[src/rtl/drlp_pkg.sv]
// shared types and constants of the dual rgb led pwm controller
// no dependencies; used by every rtl module and the checker
package drlp_pkg;

    // pwm resolution and near-white threshold
    localparam int DUTY_BITS   = 6;
    localparam int WHITE_LIMIT = 50;
    localparam int FULL_DUTY   = (1 << DUTY_BITS) - 1;

    localparam int COLOR_W  = 8;
    localparam int NUM_CH   = 6;
    localparam int LED_CH   = 3;
    localparam int PAT_W    = 7;
    localparam int TICK_W   = 16;
    localparam logic [TICK_W-1:0] TICK_MAX = '1;

    // divider for value * FULL_DUTY / scale
    localparam int DIVW      = COLOR_W + DUTY_BITS;
    localparam int DIV_CNT_W = $clog2(DIVW);

    // port widths
    localparam int IN_DATA_W  = 32;
    localparam int IN_USER_W  = 3;
    localparam int OUT_DATA_W = 24;
    localparam int CFG_IDX_W  = 1;
    localparam int CFG_DATA_W = 1;

    // output word bit positions
    localparam int OUT_TICK_LSB  = NUM_CH;
    localparam int OUT_TICK_MSB  = NUM_CH + TICK_W - 1;
    localparam int OUT_START_BIT = NUM_CH + TICK_W;

    typedef logic [DUTY_BITS-1:0] t_duty;

    typedef enum logic [1:0] {
        OP_TICK   = 2'd0,
        OP_COLOUR = 2'd1,
        OP_FULL   = 2'd2,
        OP_NOP    = 2'd3
    } t_opcode;

    typedef enum logic [CFG_IDX_W-1:0] {
        CFG_SCALING = 1'b0,
        CFG_INVERT  = 1'b1
    } t_cfg_idx;

    typedef struct packed {
        logic scaling;
        logic invert;
    } t_cfg;

    // decoded command as it sits in the queue
    typedef struct packed {
        t_opcode             op;
        logic                led;
        logic [COLOR_W-1:0]  red;
        logic [COLOR_W-1:0]  green;
        logic [COLOR_W-1:0]  blue;
        logic                allow_white;
        logic [NUM_CH-1:0]   full_pins;
    } t_cmd;

    typedef struct packed {
        logic valid;
        t_cmd cmd;
    } t_q_out;

    typedef struct packed {
        logic               start;
        logic [DIVW-1:0]    dividend;
        logic [COLOR_W-1:0] divisor;
    } t_div_req;

    typedef struct packed {
        logic            done;
        logic [DIVW-1:0] quotient;
    } t_div_rsp;

endpackage

[src/rtl/drlp_front.sv]
// front end: accepts input words, decodes them into commands, two-entry queue
// depends on drlp_pkg
module drlp_front (
    input  logic                             i_clk,
    input  logic                             i_rst_n,
    input  logic                             i_s_tvalid,
    output logic                             o_s_tready,
    // red[7:0], green[15:8], blue[23:16], allow_white[24], full_pattern[31:25]
    input  logic [drlp_pkg::IN_DATA_W-1:0]   i_s_tdata,
    // opcode[1:0], led_select[2]
    input  logic [drlp_pkg::IN_USER_W-1:0]   i_s_tuser,
    input  logic                             i_pop,
    output drlp_pkg::t_q_out                 o_q
);

    localparam int QD = 2;

    drlp_pkg::t_cmd r_q [QD];
    drlp_pkg::t_cmd n_q [QD];
    logic [1:0]     r_cnt, n_cnt;
    logic           r_wp, n_wp;
    logic           r_rp, n_rp;

    drlp_pkg::t_cmd                w_cmd;
    logic [drlp_pkg::PAT_W-1:0]    w_pat;
    logic                          w_push;

    // decode the word into a command
    always_comb begin
        w_pat             = i_s_tdata[31:25];
        w_cmd.op          = drlp_pkg::t_opcode'(i_s_tuser[1:0]);
        w_cmd.led         = i_s_tuser[2];
        w_cmd.red         = i_s_tdata[7:0];
        w_cmd.green       = i_s_tdata[15:8];
        w_cmd.blue        = i_s_tdata[23:16];
        w_cmd.allow_white = i_s_tdata[24];
        // pattern bit 3 is a gap between the two leds
        w_cmd.full_pins   = {w_pat[6:4], w_pat[2:0]};
    end

    assign o_s_tready = (r_cnt != 2'(QD));
    assign w_push     = i_s_tvalid && o_s_tready;

    // queue pointers and fill count
    always_comb begin
        n_q   = r_q;
        n_wp  = r_wp;
        n_rp  = r_rp;
        n_cnt = r_cnt;
        if (w_push) begin
            n_q[r_wp] = w_cmd;
            n_wp      = ~r_wp;
        end
        if (i_pop) begin
            n_rp = ~r_rp;
        end
        unique case ({w_push, i_pop})
            2'b10:   n_cnt = r_cnt + 2'd1;
            2'b01:   n_cnt = r_cnt - 2'd1;
            default: n_cnt = r_cnt;
        endcase
    end

    assign o_q.valid = (r_cnt != 2'd0);
    assign o_q.cmd   = r_q[r_rp];

    always_ff @(posedge i_clk) begin
        if (!i_rst_n) begin
            r_cnt <= 2'd0;
            r_wp  <= 1'b0;
            r_rp  <= 1'b0;
        end else begin
            r_cnt <= n_cnt;
            r_wp  <= n_wp;
            r_rp  <= n_rp;
        end
    end

    // queue payload
    always_ff @(posedge i_clk) begin
        r_q <= n_q;
    end

endmodule

[src/rtl/drlp_div.sv]
// shift-subtract divider, one quotient bit per cycle
// depends on drlp_pkg
module drlp_div (
    input  logic                i_clk,
    input  logic                i_rst_n,
    input  drlp_pkg::t_div_req  i_req,
    output drlp_pkg::t_div_rsp  o_rsp
);

    logic [drlp_pkg::DIVW-1:0]      r_quo, n_quo;
    logic [drlp_pkg::COLOR_W-1:0]   r_rem, n_rem;
    logic [drlp_pkg::COLOR_W-1:0]   r_dsr, n_dsr;
    logic [drlp_pkg::DIV_CNT_W-1:0] r_cnt, n_cnt;
    logic                           r_busy, n_busy;
    logic                           r_done, n_done;

    logic [drlp_pkg::COLOR_W:0]     w_trial;
    logic [drlp_pkg::COLOR_W:0]     w_diff;
    logic                           w_ge;

    // one restoring step
    always_comb begin
        w_trial = {r_rem, r_quo[drlp_pkg::DIVW-1]};
        w_ge    = (w_trial >= {1'b0, r_dsr});
        w_diff  = w_trial - {1'b0, r_dsr};
    end

    always_comb begin
        n_quo  = r_quo;
        n_rem  = r_rem;
        n_dsr  = r_dsr;
        n_cnt  = r_cnt;
        n_busy = r_busy;
        n_done = 1'b0;
        if (i_req.start) begin
            n_quo  = i_req.dividend;
            n_rem  = '0;
            n_dsr  = i_req.divisor;
            n_cnt  = '0;
            n_busy = 1'b1;
        end else if (r_busy) begin
            n_rem = w_ge ? w_diff[drlp_pkg::COLOR_W-1:0] : w_trial[drlp_pkg::COLOR_W-1:0];
            n_quo = {r_quo[drlp_pkg::DIVW-2:0], w_ge};
            n_cnt = r_cnt + 1'b1;
            if (r_cnt == drlp_pkg::DIV_CNT_W'(drlp_pkg::DIVW - 1)) begin
                n_busy = 1'b0;
                n_done = 1'b1;
            end
        end
    end

    always_ff @(posedge i_clk) begin
        if (!i_rst_n) begin
            r_busy <= 1'b0;
            r_done <= 1'b0;
            r_cnt  <= '0;
        end else begin
            r_busy <= n_busy;
            r_done <= n_done;
            r_cnt  <= n_cnt;
        end
    end

    // datapath
    always_ff @(posedge i_clk) begin
        r_quo <= n_quo;
        r_rem <= n_rem;
        r_dsr <= n_dsr;
    end

    assign o_rsp.done     = r_done;
    assign o_rsp.quotient = r_quo;

endmodule

[src/rtl/drlp_back.sv]
// back end: pwm state, colour conversion sequencer, output register
// depends on drlp_pkg and drlp_div
module drlp_back (
    input  logic                              i_clk,
    input  logic                              i_rst_n,
    input  drlp_pkg::t_cfg                    i_cfg,
    input  drlp_pkg::t_q_out                  i_q,
    output logic                              o_pop,
    output logic                              o_m_tvalid,
    input  logic                              i_m_tready,
    // led_pins[5:0], tick_count[21:6], period_start[22], zero[23]
    output logic [drlp_pkg::OUT_DATA_W-1:0]   o_m_tdata
);

    typedef enum logic [4:0] {
        BK_IDLE  = 5'b00001,
        BK_LOAD  = 5'b00010,
        BK_WAIT  = 5'b00100,
        BK_CHECK = 5'b01000,
        BK_DONE  = 5'b10000
    } t_back_state;

    localparam logic [drlp_pkg::COLOR_W-1:0] WHITE_LVL = drlp_pkg::COLOR_W'(drlp_pkg::WHITE_LIMIT);

    t_back_state r_state, n_state;

    // pwm and period state
    logic                              r_full_mode, n_full_mode;
    drlp_pkg::t_duty                   r_phase, n_phase;
    drlp_pkg::t_duty                   r_pending [drlp_pkg::NUM_CH];
    drlp_pkg::t_duty                   n_pending [drlp_pkg::NUM_CH];
    drlp_pkg::t_duty                   r_active  [drlp_pkg::NUM_CH];
    drlp_pkg::t_duty                   n_active  [drlp_pkg::NUM_CH];
    logic [drlp_pkg::TICK_W-1:0]       r_ticks, n_ticks;
    logic [drlp_pkg::COLOR_W-1:0]      r_var, n_var;
    logic [drlp_pkg::NUM_CH-1:0]       r_pins, n_pins;

    // conversion working registers
    logic                              r_led, n_led;
    logic                              r_allow_white, n_allow_white;
    logic                              r_second, n_second;
    logic [drlp_pkg::COLOR_W-1:0]      r_col [drlp_pkg::LED_CH];
    logic [drlp_pkg::COLOR_W-1:0]      n_col [drlp_pkg::LED_CH];
    logic [drlp_pkg::COLOR_W-1:0]      r_scale, n_scale;
    logic [1:0]                        r_comp, n_comp;
    drlp_pkg::t_duty                   r_duty [drlp_pkg::LED_CH];
    drlp_pkg::t_duty                   n_duty [drlp_pkg::LED_CH];

    // output register
    logic                              r_out_valid, n_out_valid;
    logic [drlp_pkg::NUM_CH-1:0]       r_out_pins, n_out_pins;
    logic [drlp_pkg::TICK_W-1:0]       r_out_ticks, n_out_ticks;
    logic                              r_out_start, n_out_start;

    logic                              w_out_free;
    logic                              w_start;
    logic                              w_emit;
    logic                              w_white;
    logic [drlp_pkg::NUM_CH-1:0]       w_mask;
    logic [drlp_pkg::COLOR_W-1:0]      w_cur_col;
    drlp_pkg::t_div_req                w_div_req;
    drlp_pkg::t_div_rsp                w_div_rsp;

    // divisor: full duty, or the brightest component when scaling
    function automatic logic [drlp_pkg::COLOR_W-1:0] f_scale(
        input logic                         scaling,
        input logic [drlp_pkg::COLOR_W-1:0] a,
        input logic [drlp_pkg::COLOR_W-1:0] b,
        input logic [drlp_pkg::COLOR_W-1:0] c
    );
        logic [drlp_pkg::COLOR_W-1:0] m;
        m = a;
        if (b > m) m = b;
        if (c > m) m = c;
        return scaling ? m : drlp_pkg::COLOR_W'(drlp_pkg::FULL_DUTY);
    endfunction

    drlp_div u_div (
        .i_clk   (i_clk),
        .i_rst_n (i_rst_n),
        .i_req   (w_div_req),
        .o_rsp   (w_div_rsp)
    );

    // pwm compare of the current phase against each active duty
    always_comb begin
        for (int i = 0; i < drlp_pkg::NUM_CH; i++) begin
            w_mask[i] = (r_phase < r_active[i]);
        end
    end

    // value * full_duty as a shift and subtract
    assign w_cur_col          = r_col[r_comp];
    assign w_div_req.dividend = {w_cur_col, {drlp_pkg::DUTY_BITS{1'b0}}}
                                - drlp_pkg::DIVW'(w_cur_col);
    assign w_div_req.divisor  = r_scale;
    assign w_div_req.start    = (r_state == BK_LOAD);

    // near-white test on the three fresh duties
    assign w_white = !r_allow_white && !r_second
                     && (drlp_pkg::COLOR_W'(r_duty[0]) > WHITE_LVL)
                     && (drlp_pkg::COLOR_W'(r_duty[1]) > WHITE_LVL)
                     && (drlp_pkg::COLOR_W'(r_duty[2]) > WHITE_LVL);

    assign w_out_free = !r_out_valid || i_m_tready;

    // sequencer
    always_comb begin
        n_state       = r_state;
        n_full_mode   = r_full_mode;
        n_phase       = r_phase;
        n_pending     = r_pending;
        n_active      = r_active;
        n_ticks       = r_ticks;
        n_var         = r_var;
        n_pins        = r_pins;
        n_led         = r_led;
        n_allow_white = r_allow_white;
        n_second      = r_second;
        n_col         = r_col;
        n_scale       = r_scale;
        n_comp        = r_comp;
        n_duty        = r_duty;
        n_out_valid   = r_out_valid;
        n_out_pins    = r_out_pins;
        n_out_ticks   = r_out_ticks;
        n_out_start   = r_out_start;
        o_pop         = 1'b0;
        w_start       = 1'b0;
        w_emit        = 1'b0;

        if (r_out_valid && i_m_tready) begin
            n_out_valid = 1'b0;
        end

        unique case (r_state)
            BK_IDLE: begin
                if (i_q.valid && w_out_free) begin
                    o_pop = 1'b1;
                    unique case (i_q.cmd.op)
                        drlp_pkg::OP_TICK: begin
                            w_emit = 1'b1;
                            if (!r_full_mode) begin
                                n_pins  = w_mask;
                                n_phase = r_phase - 1'b1;
                                // period wrap: load pending duties
                                if (n_phase == '0) begin
                                    n_active = r_pending;
                                    w_start  = 1'b1;
                                    if (r_ticks != drlp_pkg::TICK_MAX) begin
                                        n_ticks = r_ticks + 1'b1;
                                    end
                                end
                            end
                        end
                        drlp_pkg::OP_COLOUR: begin
                            n_full_mode   = 1'b0;
                            n_led         = i_q.cmd.led;
                            n_allow_white = i_q.cmd.allow_white;
                            n_col[0]      = i_q.cmd.red;
                            n_col[1]      = i_q.cmd.green;
                            n_col[2]      = i_q.cmd.blue;
                            n_scale       = f_scale(i_cfg.scaling, i_q.cmd.red,
                                                    i_q.cmd.green, i_q.cmd.blue);
                            n_second      = 1'b0;
                            n_comp        = 2'd0;
                            n_state       = BK_LOAD;
                        end
                        drlp_pkg::OP_FULL: begin
                            w_emit      = 1'b1;
                            n_full_mode = 1'b1;
                            n_pins      = i_q.cmd.full_pins;
                        end
                        drlp_pkg::OP_NOP: begin
                            w_emit = 1'b1;
                        end
                    endcase
                end
            end
            BK_LOAD: begin
                n_state = BK_WAIT;
            end
            BK_WAIT: begin
                if (w_div_rsp.done) begin
                    // zero scale gives zero duty
                    n_duty[r_comp] = (r_scale == '0) ? '0
                                     : w_div_rsp.quotient[drlp_pkg::DUTY_BITS-1:0];
                    if (r_comp == 2'd2) begin
                        n_state = BK_CHECK;
                    end else begin
                        n_comp  = r_comp + 2'd1;
                        n_state = BK_LOAD;
                    end
                end
            end
            BK_CHECK: begin
                if (w_white) begin
                    // substitute colour, converted once more
                    n_var    = r_var + 1'b1;
                    n_col[0] = drlp_pkg::COLOR_W'(n_var[drlp_pkg::DUTY_BITS-1:0]);
                    n_col[1] = drlp_pkg::COLOR_W'(r_ticks[drlp_pkg::DUTY_BITS-1:0]);
                    n_col[2] = '0;
                    n_scale  = f_scale(i_cfg.scaling, n_col[0], n_col[1], n_col[2]);
                    n_second = 1'b1;
                    n_comp   = 2'd0;
                    n_state  = BK_LOAD;
                end else begin
                    for (int k = 0; k < drlp_pkg::LED_CH; k++) begin
                        if (r_led) begin
                            n_pending[drlp_pkg::LED_CH + k] = r_duty[k];
                        end else begin
                            n_pending[k] = r_duty[k];
                        end
                    end
                    n_state = BK_DONE;
                end
            end
            BK_DONE: begin
                if (w_out_free) begin
                    w_emit  = 1'b1;
                    n_state = BK_IDLE;
                end
            end
            default: begin
                n_state = BK_IDLE;
            end
        endcase

        // result word into the output register
        if (w_emit) begin
            n_out_valid = 1'b1;
            n_out_pins  = n_pins ^ {drlp_pkg::NUM_CH{i_cfg.invert}};
            n_out_ticks = n_ticks;
            n_out_start = w_start;
        end
    end

    always_ff @(posedge i_clk) begin
        if (!i_rst_n) begin
            r_state     <= BK_IDLE;
            r_full_mode <= 1'b0;
            r_phase     <= '0;
            r_ticks     <= '0;
            r_var       <= '0;
            r_pins      <= '0;
            r_out_valid <= 1'b0;
            for (int i = 0; i < drlp_pkg::NUM_CH; i++) begin
                r_pending[i] <= '0;
                r_active[i]  <= '0;
            end
        end else begin
            r_state     <= n_state;
            r_full_mode <= n_full_mode;
            r_phase     <= n_phase;
            r_ticks     <= n_ticks;
            r_var       <= n_var;
            r_pins      <= n_pins;
            r_out_valid <= n_out_valid;
            r_pending   <= n_pending;
            r_active    <= n_active;
        end
    end

    // working and output payload
    always_ff @(posedge i_clk) begin
        r_led         <= n_led;
        r_allow_white <= n_allow_white;
        r_second      <= n_second;
        r_col         <= n_col;
        r_scale       <= n_scale;
        r_comp        <= n_comp;
        r_duty        <= n_duty;
        r_out_pins    <= n_out_pins;
        r_out_ticks   <= n_out_ticks;
        r_out_start   <= n_out_start;
    end

    assign o_m_tvalid = r_out_valid;
    assign o_m_tdata  = {1'b0, r_out_start, r_out_ticks, r_out_pins};

endmodule

[src/rtl/dual_rgb_led_pwm_controller.sv]
// Tick, set-full and no-op words: the result is written to the output register as the word leaves the queue.
// Set-colour words: the three components are converted one after another by the one-bit-per-cycle
//   divider that they share, into 6-bit duties; the conversion runs a second time when the
//   near-white substitute is converted.
// A two-word queue lets new words be taken while the back end works or the output stalls.
// Reset (synchronous, active low) clears duties, phase, counters, pins and config to zero.
module dual_rgb_led_pwm_controller (
    input  logic                              i_clk,
    input  logic                              i_rst_n,
    input  logic                              i_s_tvalid,
    output logic                              o_s_tready,
    // red[7:0], green[15:8], blue[23:16], allow_white[24], full_pattern[31:25]
    input  logic [drlp_pkg::IN_DATA_W-1:0]    i_s_tdata,
    // opcode[1:0], led_select[2]
    input  logic [drlp_pkg::IN_USER_W-1:0]    i_s_tuser,
    output logic                              o_m_tvalid,
    input  logic                              i_m_tready,
    // led_pins[5:0], tick_count[21:6], period_start[22], zero[23]
    output logic [drlp_pkg::OUT_DATA_W-1:0]   o_m_tdata,
    input  logic                              i_cfg_we,
    input  logic [drlp_pkg::CFG_IDX_W-1:0]    i_cfg_idx,
    input  logic [drlp_pkg::CFG_DATA_W-1:0]   i_cfg_data
);

    drlp_pkg::t_cfg   r_cfg, n_cfg;
    drlp_pkg::t_q_out w_q;
    logic             w_pop;

    // configuration registers
    always_comb begin
        n_cfg = r_cfg;
        if (i_cfg_we) begin
            unique case (drlp_pkg::t_cfg_idx'(i_cfg_idx))
                drlp_pkg::CFG_SCALING: n_cfg.scaling = i_cfg_data[0];
                drlp_pkg::CFG_INVERT:  n_cfg.invert  = i_cfg_data[0];
            endcase
        end
    end

    always_ff @(posedge i_clk) begin
        if (!i_rst_n) begin
            r_cfg <= '0;
        end else begin
            r_cfg <= n_cfg;
        end
    end

    drlp_front u_front (
        .i_clk      (i_clk),
        .i_rst_n    (i_rst_n),
        .i_s_tvalid (i_s_tvalid),
        .o_s_tready (o_s_tready),
        .i_s_tdata  (i_s_tdata),
        .i_s_tuser  (i_s_tuser),
        .i_pop      (w_pop),
        .o_q        (w_q)
    );

    drlp_back u_back (
        .i_clk      (i_clk),
        .i_rst_n    (i_rst_n),
        .i_cfg      (r_cfg),
        .i_q        (w_q),
        .o_pop      (w_pop),
        .o_m_tvalid (o_m_tvalid),
        .i_m_tready (i_m_tready),
        .o_m_tdata  (o_m_tdata)
    );

endmodule

[config.mk]
export PLATFORM = sky130hd
export DESIGN_NAME = dual_rgb_led_pwm_controller
export DESIGN_NICKNAME = d
export VERILOG_FILES = /design/src/rtl/drlp_pkg.sv /design/src/rtl/drlp_front.sv /design/src/rtl/drlp_div.sv /design/src/rtl/drlp_back.sv /design/src/rtl/dual_rgb_led_pwm_controller.sv
export SDC_FILE = /design/constraint.sdc
export NUM_CORES = 1
export LEC_CHECK = 0
export BUFFER_PORTS_ARGS = -buffer_cell sky130_fd_sc_hd__buf_2
export CORE_UTILIZATION = 50
export CTS_CLUSTER_DIAMETER = 100
export DETAILED_ROUTE_END_ITERATION = 8
export GPL_ROUTABILITY_DRIVEN = 0
export GPL_TIMING_DRIVEN = 0
export HOLD_SLACK_MARGIN = 0.08
export PLACE_DENSITY = 0.67
export SKIP_CTS_REPAIR_TIMING = 1
export SLEW_MARGIN = 20
export SYNTH_ARGS = -nofsm -noshare
export SYNTH_HDL_FRONTEND = slang
export SYNTH_SLANG_ARGS = --single-unit
[constraint.sdc]
create_clock -name i_clk -period 9.01 [get_ports i_clk]
set_clock_uncertainty 0.1 [all_clocks]
set_input_delay 0.901 -clock i_clk [delete_from_list [all_inputs] [get_ports i_clk]]
set_output_delay 0.901 -clock i_clk [all_outputs]
set_load 0.01 [all_outputs]
==> run metrics, run 1 <==
commonest non-fill, non-tap cell in the layout=edfxtp_1; pin count of the biggest net entering global routing=29; clock latency on the worst-skew pair=0.51 ns; asr flop ratio synth=0%; Combinational Power Share=26.7%; max-slew violations=0; Cells after Synth=1249; Die X=170 um; P per Cell Area=258 mW/mm2; Int Power=2.91 mW; Crit path top cell by count=clkbuf_1; worst-margin pin slew=0.975 ns; CTS Buffer Depth=3; Seq pwr share=40.7%; Rel. slew slack=35.0%; commonest non-fill, non-tap cells in the layout=edfxtp_1, nand2_1, dfxtp_1, mux2i_1, ha_1; CTS tree=yes; nets@finish=1473; Achievable Freq=170 MHz; Main synth FF type=edfxtp_1; initial antenna violation count=0; Period minus WS final=5.89 ns; Ports=68; status=finished, final reports clean; syn_area_per_cell=11.3 um2; Pleak=6.02 nW; Yosys top cell by area=edfxtp_1; CP startpoint kind=flop; Max Cap Viol=0; Yosys warnings=0; # rows=61; share of cells above drive strength 1=12.4%; Layout Cells excl Fill=1755; Final Hold Fails=0; core region area=0.0278 mm2; maximum vdd drop=0.000204 V; HPWL after DPL=21.6 mm; clock power share=32.6%; minimum hold slack=0.352 ns; fin crit share=65.4%; final setup violation count=0; Vias=9374; dpl cell area=0.0150 mm2; CP max FO=10; CP Class=flop to flop; switching pwr=1.26 mW; root buf cell=clkbuf_16; Sw Ratio=30.2%; Via-to-Cell Ratio=5.34; CP required=9.15 ns; Layout Area Growth over Synthesis=14.2%; TritonCTS Sinks=301; critical path data arrival time=6.03 ns; Starting DRT DRC Count=577; post-route setup TNS=0 ns; first-pass GRT wire length=47.3 mm; crit-path max cell delay=0.78 ns; routed len/inst=16.8 um; Unique masters post-synth=71; Detailed Routing Iterations Pass 1=6; die area=0.0289 mm2; clock transition at the registers of the reported paths=0.06 ns; total gr overflow=0; vias in the first global route=9068; Routed Antenna Nets=0; H-tree levels=2; Post-Syn Area=0.0141 mm2; worst-path cell chain=clkbuf_1 > clkbuf_1 > mux2i_1 > inv_1 > ha_1 > nand4_1 > o21ai_1 > and2_1 > clkbuf_1 > o21ai_0 > ha_1 > nor2b_1 > o21a_1 > o21a_1 > o31ai_1 > nor2_1 > a222oi_1; RSZ-0062 raised after global routing=false; synth top area cells=edfxtp_1, dfxtp_1, ha_1; # placed instances=1695; Crit. End Element=flop; CTS buffer count=34; Hold WC Path Type=flop to flop; post-synth net total=1369; count of input and output buffers=64; Post-synth EDFFs=168; Initial Util=50.9%; Routed WL=29.5 mm; Yosys reg bits=301; Total GRT Usage=20.9%; post-route cell area=0.0161 mm2; post-synthesis sequential area ratio=54.6%; Yosys top cell area share=35.7%; slowest stage cell, crit path=clkbuf_1; Die Height=170 um; DRC viols=0; Final Util=58.1%
==> metrics by stage <==
step	power (mW)	worst slack, ns
after global placement	2.77	3.38
after detailed placement	2.82	3.30
final	4.16	3.12
after CTS	4.18	3.24
after floorplan	2.48	4.61
after global routing	4.37	2.71
==> kinds of logic (layout without fill, tap and decap cells) <==
logic type	after synthesis	count (layout)	synth area share, %
mux	96	96	6.96
xor+xnor	53	53	3.29
buf+inv	120	247	3.57
flops	301	301	54.6
fa+ha+maj	78	78	6.96
compound gates	186	186	9.22
other cells	1	2	0.0265
simple gates	414	414	15.4
==> routing by layer <==
metal | global-route usage [%] | wire, um | vias up
met5 | 0 | 0 | -
met4 | 7.01 | 747 | 0
met3 | 3.14 | 1210 | 50
met2 | 34.3 | 13800 | 200
met1 | 28.4 | 13800 | 4492
li1 | - | - | 4632
==> cell type report <==
type	instances	area, um2
fillers	2402	11600
flip-flops and latches	301	7710
multi-input cells	828	5940
clock buffers	46	917
well taps	378	473
repair buffers	68	415
inverters	70	263
plain buffers	50	241
clock inverters	13	174
diodes	1	2.50
==> synthesized netlist by cell type, types with 3 or more instances <==
library cell / instances
edfxtp_1: 168
a21boi_0: 40
and2_1: 52
a2bb2oi_1: 6
o2bb2ai_2: 3
mux2i_1: 78
nor2_1: 60
nor4_2: 4
mux2_2: 16
nand2_1: 133
o211ai_1: 5
dfxtp_1: 133
a211oi_1: 8
buf_2: 10
and3_1: 11
nor4_1: 6
nor4b_2: 3
a21boi_1: 3
nor3_1: 17
a222oi_1: 5
o31a_1: 3
nand3_1: 30
xor2_1: 31
inv_1: 70
o2bb2ai_1: 3
o21a_1: 10
nor2b_1: 52
a21o_1: 7
ha_1: 77
a21oi_1: 29
nand2b_1: 13
buf_4: 7
clkbuf_1: 29
a221o_1: 3
xnor2_1: 22
o31ai_1: 8
o21ai_0: 39
nand4_1: 10
==> sequential cells by signal, indices dropped and copies added (netlist names), 8 cells and up <==
name	flops
u_front.r_q	68
u_back.r_active	36
u_back.r_pending	36
u_back.r_col	24
u_back.r_duty	18
u_back.r_out_ticks	16
u_back.r_ticks	16
u_back.u_div.r_quo	14
u_back.r_scale	8
u_back.u_div.r_dsr	8
u_back.u_div.r_rem	8
==> worst max-delay path: cells and delay by family (launching register included) <==
family	cells	cell delay, ns
buffers and inverters	4	1.58
AND/OR/NAND/NOR	4	0.64
AO/OA/AOI/OAI	6	1.87
adder cells (fa/ha/maj)	2	0.68
multiplexers	1	0.42
flip-flops	1	0.32
==> path summary, 6_finish.rpt <==
path | cells past startpoint | slack (ns) | end | startpoint
worst min register to register | 2 | 0.35 | u_back.r_active[25]$_SDFFE_PN0P_ | u_back.r_active[25]$_SDFFE_PN0P_
worst max register to register | 17 | 3.12 | u_back.r_scale[3]$_DFFE_PP_ | u_front.r_rp$_SDFFE_PN0P_
worst min-delay path | 2 | 0.35 | u_back.r_active[25]$_SDFFE_PN0P_ | u_back.r_active[25]$_SDFFE_PN0P_
worst max-delay path | 17 | 3.12 | u_back.r_scale[3]$_DFFE_PP_ | u_front.r_rp$_SDFFE_PN0P_
==> power by group through the flow <==
stage / combinational, mW / clock [mW] / sequential [mW]
final: 1.11 / 1.36 / 1.69
after global routing: 1.23 / 1.43 / 1.71
after CTS: 1.11 / 1.38 / 1.69
after detailed placement: 1.10 / 0 / 1.72
after global placement: 1.04 / 0 / 1.73
after floorplan: 0.758 / 0 / 1.72
Power figures use the tool's default switching activity.
==> run 2: changes to the inputs <==
PLACE_DENSITY = 0.7   (was 0.67)
clock period = 4.9 ns   (was 9.01 ns; I/O delays follow)
==> run metrics, run 2 (same netlist as run 1, synthesis figures left out) <==
worst-margin pin slew=0.843 ns (was 0.975 ns); H-tree levels=1 (was 2); CTS buffer count=31 (was 34); Total GRT Usage=20.7% (was 20.9%); first-pass GRT wire length=47.1 mm (was 47.3 mm); Ports=68 (unchanged); P per Cell Area=460 mW/mm2 (was 258 mW/mm2); CP required=5.10 ns (was 9.15 ns); Period minus WS final=4.77 ns (was 5.89 ns); clock transition at the registers of the reported paths=0.06 ns (about the same); vias in the first global route=9044 (was 9068); Hold Crit Depth=3 (was 2); Initial Util=50.9% (unchanged); dpl cell area=0.0150 mm2 (about the same); die area=0.0289 mm2 (unchanged); r2r worst-path depth=16 (was 17); max reg flops=68 (unchanged); Die Height=170 um (unchanged); CTS tree=yes (unchanged); Achievable Freq=210 MHz (was 170 MHz); Final Hold Fails=0 (unchanged); CP startpoint kind=flop (unchanged); pin count of the biggest net entering global routing=31 (was 29); routed len/inst=17.0 um (was 16.8 um); CTS Buffer Depth=3 (unchanged); commonest non-fill, non-tap cell in the layout=edfxtp_1 (unchanged); TritonCTS Sinks=301 (unchanged); Die X=170 um (unchanged); initial antenna violation count=0 (unchanged); CP max FO=10 (unchanged); maximum vdd drop=0.000351 V (was 0.000204 V); final setup violation count=0 (unchanged); Rel. slew slack=42.2% (was 35.0%); Routed Antenna Nets=0 (unchanged); status=finished, final reports clean (unchanged); root buf cell=clkbuf_16 (unchanged); post-route cell area=0.0164 mm2 (was 0.0161 mm2); slowest stage cell, crit path=dfxtp_2 (was clkbuf_1); Regs by FF count=u_front.r_q x68, u_back.r_active x36, u_back.r_pending x36 (unchanged); HPWL after DPL=21.8 mm (was 21.6 mm); total gr overflow=0 (unchanged); worst-path cell chain=clkbuf_4 > mux2i_1 > inv_1 > ha_1 > nand4_1 > nand2b_1 > a21o_1 > and2_2 > o21ai_1 > ha_1 > nor2b_1 > o21a_1 > o21a_1 > o31ai_2 > nor2_1 > a222oi_1 (was clkbuf_1 > clkbuf_1 > mux2i_1 > inv_1 > ha_1 > nand4_1 > o21ai_1 > and2_1 > clkbuf_1 > o21ai_0 > ha_1 > nor2b_1 > o21a_1 > o21a_1 > o31ai_1 > nor2_1 > a222oi_1); Layout Area Growth over Synthesis=16.2% (was 14.2%); count of input and output buffers=64 (unchanged); PnR worst setup slack=0.128 ns (was 3.12 ns); core region area=0.0278 mm2 (unchanged); Via-to-Cell Ratio=5.36 (was 5.34); Detailed Routing Iterations Pass 1=5 (was 6); pre-CTS WS=-0.742 ns (was 3.30 ns); Antenna Cells=0 (was 1); minimum hold slack=0.110 ns (was 0.352 ns); Final Util=59.1% (was 58.1%); RSZ-0062 raised after global routing=false (unchanged); share of cells above drive strength 1=13.1% (was 12.4%); Starting DRT DRC Count=561 (was 577); max-slew violations=0 (unchanged); DRC viols=0 (unchanged); critical path data arrival time=4.98 ns (was 6.03 ns); Pleak=6.12 nW (was 6.02 nW); Layout Cells excl Fill=1784 (was 1755); fin crit share=97.4% (was 65.4%); # rows=61 (unchanged); Routed WL=30.3 mm (was 29.5 mm); crit-path max cell delay=0.43 ns (was 0.78 ns); nets@finish=1501 (was 1473); Crit. End Element=flop (unchanged); clock latency on the worst-skew pair=0.56 ns (was 0.51 ns); CP Class=flop to flop (unchanged); Hold WC Path Type=input port to flop (was flop to flop); commonest non-fill, non-tap cells in the layout=edfxtp_1, nand2_1, dfxtp_1, ha_1, mux2i_1 (was edfxtp_1, nand2_1, dfxtp_1, mux2i_1, ha_1); Max Cap Viol=0 (unchanged); Vias=9570 (was 9374); # placed instances=1694 (was 1695); register bank with the most flops=u_front.r_q (unchanged)
==> run 2: critical path, delay by kind of cell (launching register included) <==
family,cells,cell delay (ns)
AO/OA/AOI/OAI,6,1.61
adder cells (fa/ha/maj),2,0.63
buffers and inverters,2,0.44
flip-flops,1,0.43
multiplexers,1,0.37
AND/OR/NAND/NOR,5,0.92
==> run 2: routing by layer <==
layer  vias up  global-route usage, %  part of all wire, %  wire [um]
li1       4690                      -                    -          -
met1      4565                   27.9                   45      13500
met2       249                   34.6                   48      14500
met3        66                   2.95                  4.9       1490
met4         0                   6.38                  2.6        801
met5         -                      0                    0          0
==> run 2: final timing paths <==
kind / startpoint / to / slack [ns]
max reg2reg: u_front.r_rp$_SDFFE_PN0P_ / u_back.r_scale[1]$_DFFE_PP_ / 0.13
min reg2reg: u_back.r_scale[3]$_DFFE_PP_ / u_back.u_div.r_dsr[3]$_DFFE_PP_ / 0.35
min: i_cfg_data / r_cfg[0]$_SDFFE_PN0P_ / 0.11
max: u_front.r_rp$_SDFFE_PN0P_ / u_back.r_scale[1]$_DFFE_PP_ / 0.13
==> run 2: where the power goes <==
part	total [mW]	internal, mW	leakage [nW]	switching (mW)
clock network	2.36	1.38	0.505	0.974
logic	2.06	0.847	3.00	1.21
registers	3.13	2.98	2.62	0.145
==> run 2: metrics by stage <==
step,setup TNS [ns],total power [mW]
4_1_cts,-5.58,7.52
6_report,0,7.55
5_1_grt,0,7.91
3_3_place_gp,-4.10,5.07
2_1_floorplan,0,4.56
3_5_place_dp,-5.10,5.16
==> run 2: area by class of cell <==
cell class,instances,area (um2)
clock inverters,15,143
plain buffers,48,238
clock buffers,43,895
well taps,378,473
fillers,2317,11400
flip-flops and latches,301,7710
repair buffers,101,736
multi-input cells,828,5960
inverters,70,263
==> run 3: changes to the inputs <==
GPL_TIMING_DRIVEN = unset   (was 0)
==> run metrics, run 3 (same netlist as run 1, synthesis figures left out) <==
vias in the first global route=8867 (was 9044); r2r worst-path depth=14 (was 16); CP startpoint kind=flop (unchanged); register bank with the most flops=u_front.r_q (unchanged); Period minus WS final=4.50 ns (was 4.77 ns); Die X=170 um (unchanged); Crit. End Element=flop (unchanged); count of input and output buffers=65 (was 64); critical path data arrival time=4.61 ns (was 4.98 ns); clock transition at the registers of the reported paths=0.06 ns (about the same); share of cells above drive strength 1=12.4% (was 13.1%); Critical Path Start=u_front.r_rp$_SDFFE_PN0P_ (unchanged); CP required=5.01 ns (was 5.10 ns); Achievable Freq=222 MHz (was 210 MHz); pin count of the biggest net entering global routing=56 (was 31); Initial Util=50.9% (unchanged); slowest stage cell, crit path=dfxtp_2 (unchanged); Final Hold Fails=0 (unchanged); P per Cell Area=466 mW/mm2 (was 460 mW/mm2); CTS buffer count=34 (was 31); nets@finish=1469 (was 1501); max reg flops=68 (unchanged); Antenna Cells=0 (unchanged); Setup crit end=u_back.r_scale[1]$_DFFE_PP_ (unchanged); Total GRT Usage=19.8% (was 20.7%); die area=0.0289 mm2 (unchanged); clock latency on the worst-skew pair=0.51 ns (was 0.56 ns); root buf cell=clkbuf_16 (unchanged); worst r2r dst=u_back.r_scale[1]$_DFFE_PP_ (unchanged); CTS tree=yes (unchanged); fin crit share=91.9% (was 97.4%); Die Height=170 um (unchanged); GR Util met2=32.7% (was 34.6%); Routed WL=28.3 mm (was 30.3 mm); Layout Area Growth over Synthesis=15.0% (was 16.2%); first-pass GRT wire length=45.0 mm (was 47.1 mm); Ports=68 (unchanged); FF-to-FF Start=u_front.r_rp$_SDFFE_PN0P_ (unchanged); grt peak-use layer=met2 (unchanged); status=finished, final reports clean (unchanged); core region area=0.0278 mm2 (unchanged); Via-to-Cell Ratio=5.30 (was 5.36); max-slew violations=0 (unchanged); routed len/inst=16.2 um (was 17.0 um); r2r setup slk=0.40 ns (was 0.13 ns); CP Class=flop to flop (unchanged); met1 Usage GRT=26.5% (was 27.9%); TritonCTS Sinks=301 (unchanged); maximum vdd drop=0.000492 V (was 0.000351 V); commonest non-fill, non-tap cell in the layout=edfxtp_1 (unchanged); initial antenna violation count=0 (unchanged); fill count=2282 (was 2317); HPWL after DPL=19.4 mm (was 21.8 mm); Max Cap Viol=0 (unchanged); DRC viols=0 (unchanged); worst-path cell chain=mux2i_1 > ha_1 > a21oi_1 > o21ai_0 > o21ai_1 > and2_1 > o21ai_0 > ha_1 > nor2b_1 > o21a_1 > o21a_1 > o31a_1 > nor2_1 > a222oi_1 (was clkbuf_4 > mux2i_1 > inv_1 > ha_1 > nand4_1 > nand2b_1 > a21o_1 > and2_2 > o21ai_1 > ha_1 > nor2b_1 > o21a_1 > o21a_1 > o31ai_2 > nor2_1 > a222oi_1); Detailed Routing Iterations Pass 1=5 (unchanged); Vias=9273 (was 9570); commonest non-fill, non-tap cells in the layout=edfxtp_1, nand2_1, dfxtp_1, mux2i_1, ha_1 (was edfxtp_1, nand2_1, dfxtp_1, ha_1, mux2i_1); worst-margin pin slew=1.01 ns (was 0.843 ns); Starting DRT DRC Count=726 (was 561); Pwr Total=7.56 mW (was 7.55 mW); Hold WC Path Type=input port to flop (unchanged); Routed Antenna Nets=0 (unchanged); GR met3 Demand/Resource=3.37% (was 2.95%); H-tree levels=2 (was 1); Rel. slew slack=32.8% (was 42.2%); CTS Buffer Depth=3 (unchanged); total gr overflow=0 (unchanged); # rows=61 (unchanged); Pleak=6.06 nW (was 6.12 nW); final setup violation count=0 (unchanged); post-route setup TNS=0 ns (unchanged); RSZ-0062 raised after global routing=false (unchanged); Regs by FF count=u_front.r_q x68, u_back.r_active x36, u_back.r_pending x36 (unchanged); CP max FO=19 (was 10); crit-path max cell delay=0.64 ns (was 0.43 ns); Hold Crit Depth=1 (was 3)
==> run 3: how the worst min path moves through the flow <==
stage,start,end,slack (ns)
5_1_grt,i_s_tdata[1],u_front.r_q[58]$_DFFE_PP_,0.08
2_1_floorplan,u_back.r_scale[1]$_DFFE_PP_,u_back.u_div.r_dsr[1]$_DFFE_PP_,0.33
6_report,i_s_tdata[1],u_front.r_q[24]$_DFFE_PP_,0.09
3_5_place_dp,u_back.r_scale[5]$_DFFE_PP_,u_back.u_div.r_dsr[5]$_DFFE_PP_,0.35
4_1_cts,i_s_tdata[0],u_front.r_q[23]$_DFFE_PP_,0.05
3_3_place_gp,u_back.r_active[26]$_SDFFE_PN0P_,u_back.r_active[26]$_SDFFE_PN0P_,0.34
==> run 3: per-stage QoR <==
stage	utilization, %	instances	instance area (um2)	setup slack (ns)	hold WS, ns
2_1_floorplan	-	1249	14100	0.499	0.327
3_3_place_gp	53.4	1659	14800	0.566	0.339
3_5_place_dp	53.4	1659	14800	0.521	0.345
4_1_cts	57.3	1718	15900	0.479	0.0520
5_1_grt	58.5	1750	16200	0.117	0.0814
6_report	58.5	1750	16200	0.395	0.0896
==> run 3: layout make-up <==
cell class,count,area [um2],area share [%]
clock buffer,43,895,5.51
sequential,301,7710,47.5
timing repair buffer,114,773,4.76
multi-input combinational,828,5940,36.6
tap,378,473,2.91
inverter,70,263,1.62
clock inverter,16,194,1.19
==> run 3: layer usage <==
| layer | routed length (um) | part of all wire, % |
|---|---|---|
| met1 | 13200 | 46 |
| met2 | 13300 | 47 |
| met3 | 1120 | 3.9 |
| met4 | 729 | 2.6 |
| met5 | 0 | 0 |
==> run 3: report_power, final <==
| part | switching [mW] | internal [mW] | total (mW) |
|---|---|---|---|
| combinational | 1.11 | 0.806 | 1.92 |
| sequential | 0.167 | 2.99 | 3.15 |
| clock | 0.984 | 1.51 | 2.49 |
| total | 2.26 | 5.30 | 7.56 |
==> run 3: critical path: cells and delay by family (launching register included) <==
kind / cells / cell delay [ns]
AO/OA/AOI/OAI: 8 / 1.48
AND/OR/NAND/NOR: 3 / 0.85
adder cells (fa/ha/maj): 2 / 0.65
flip-flops: 1 / 0.64
multiplexers: 1 / 0.48
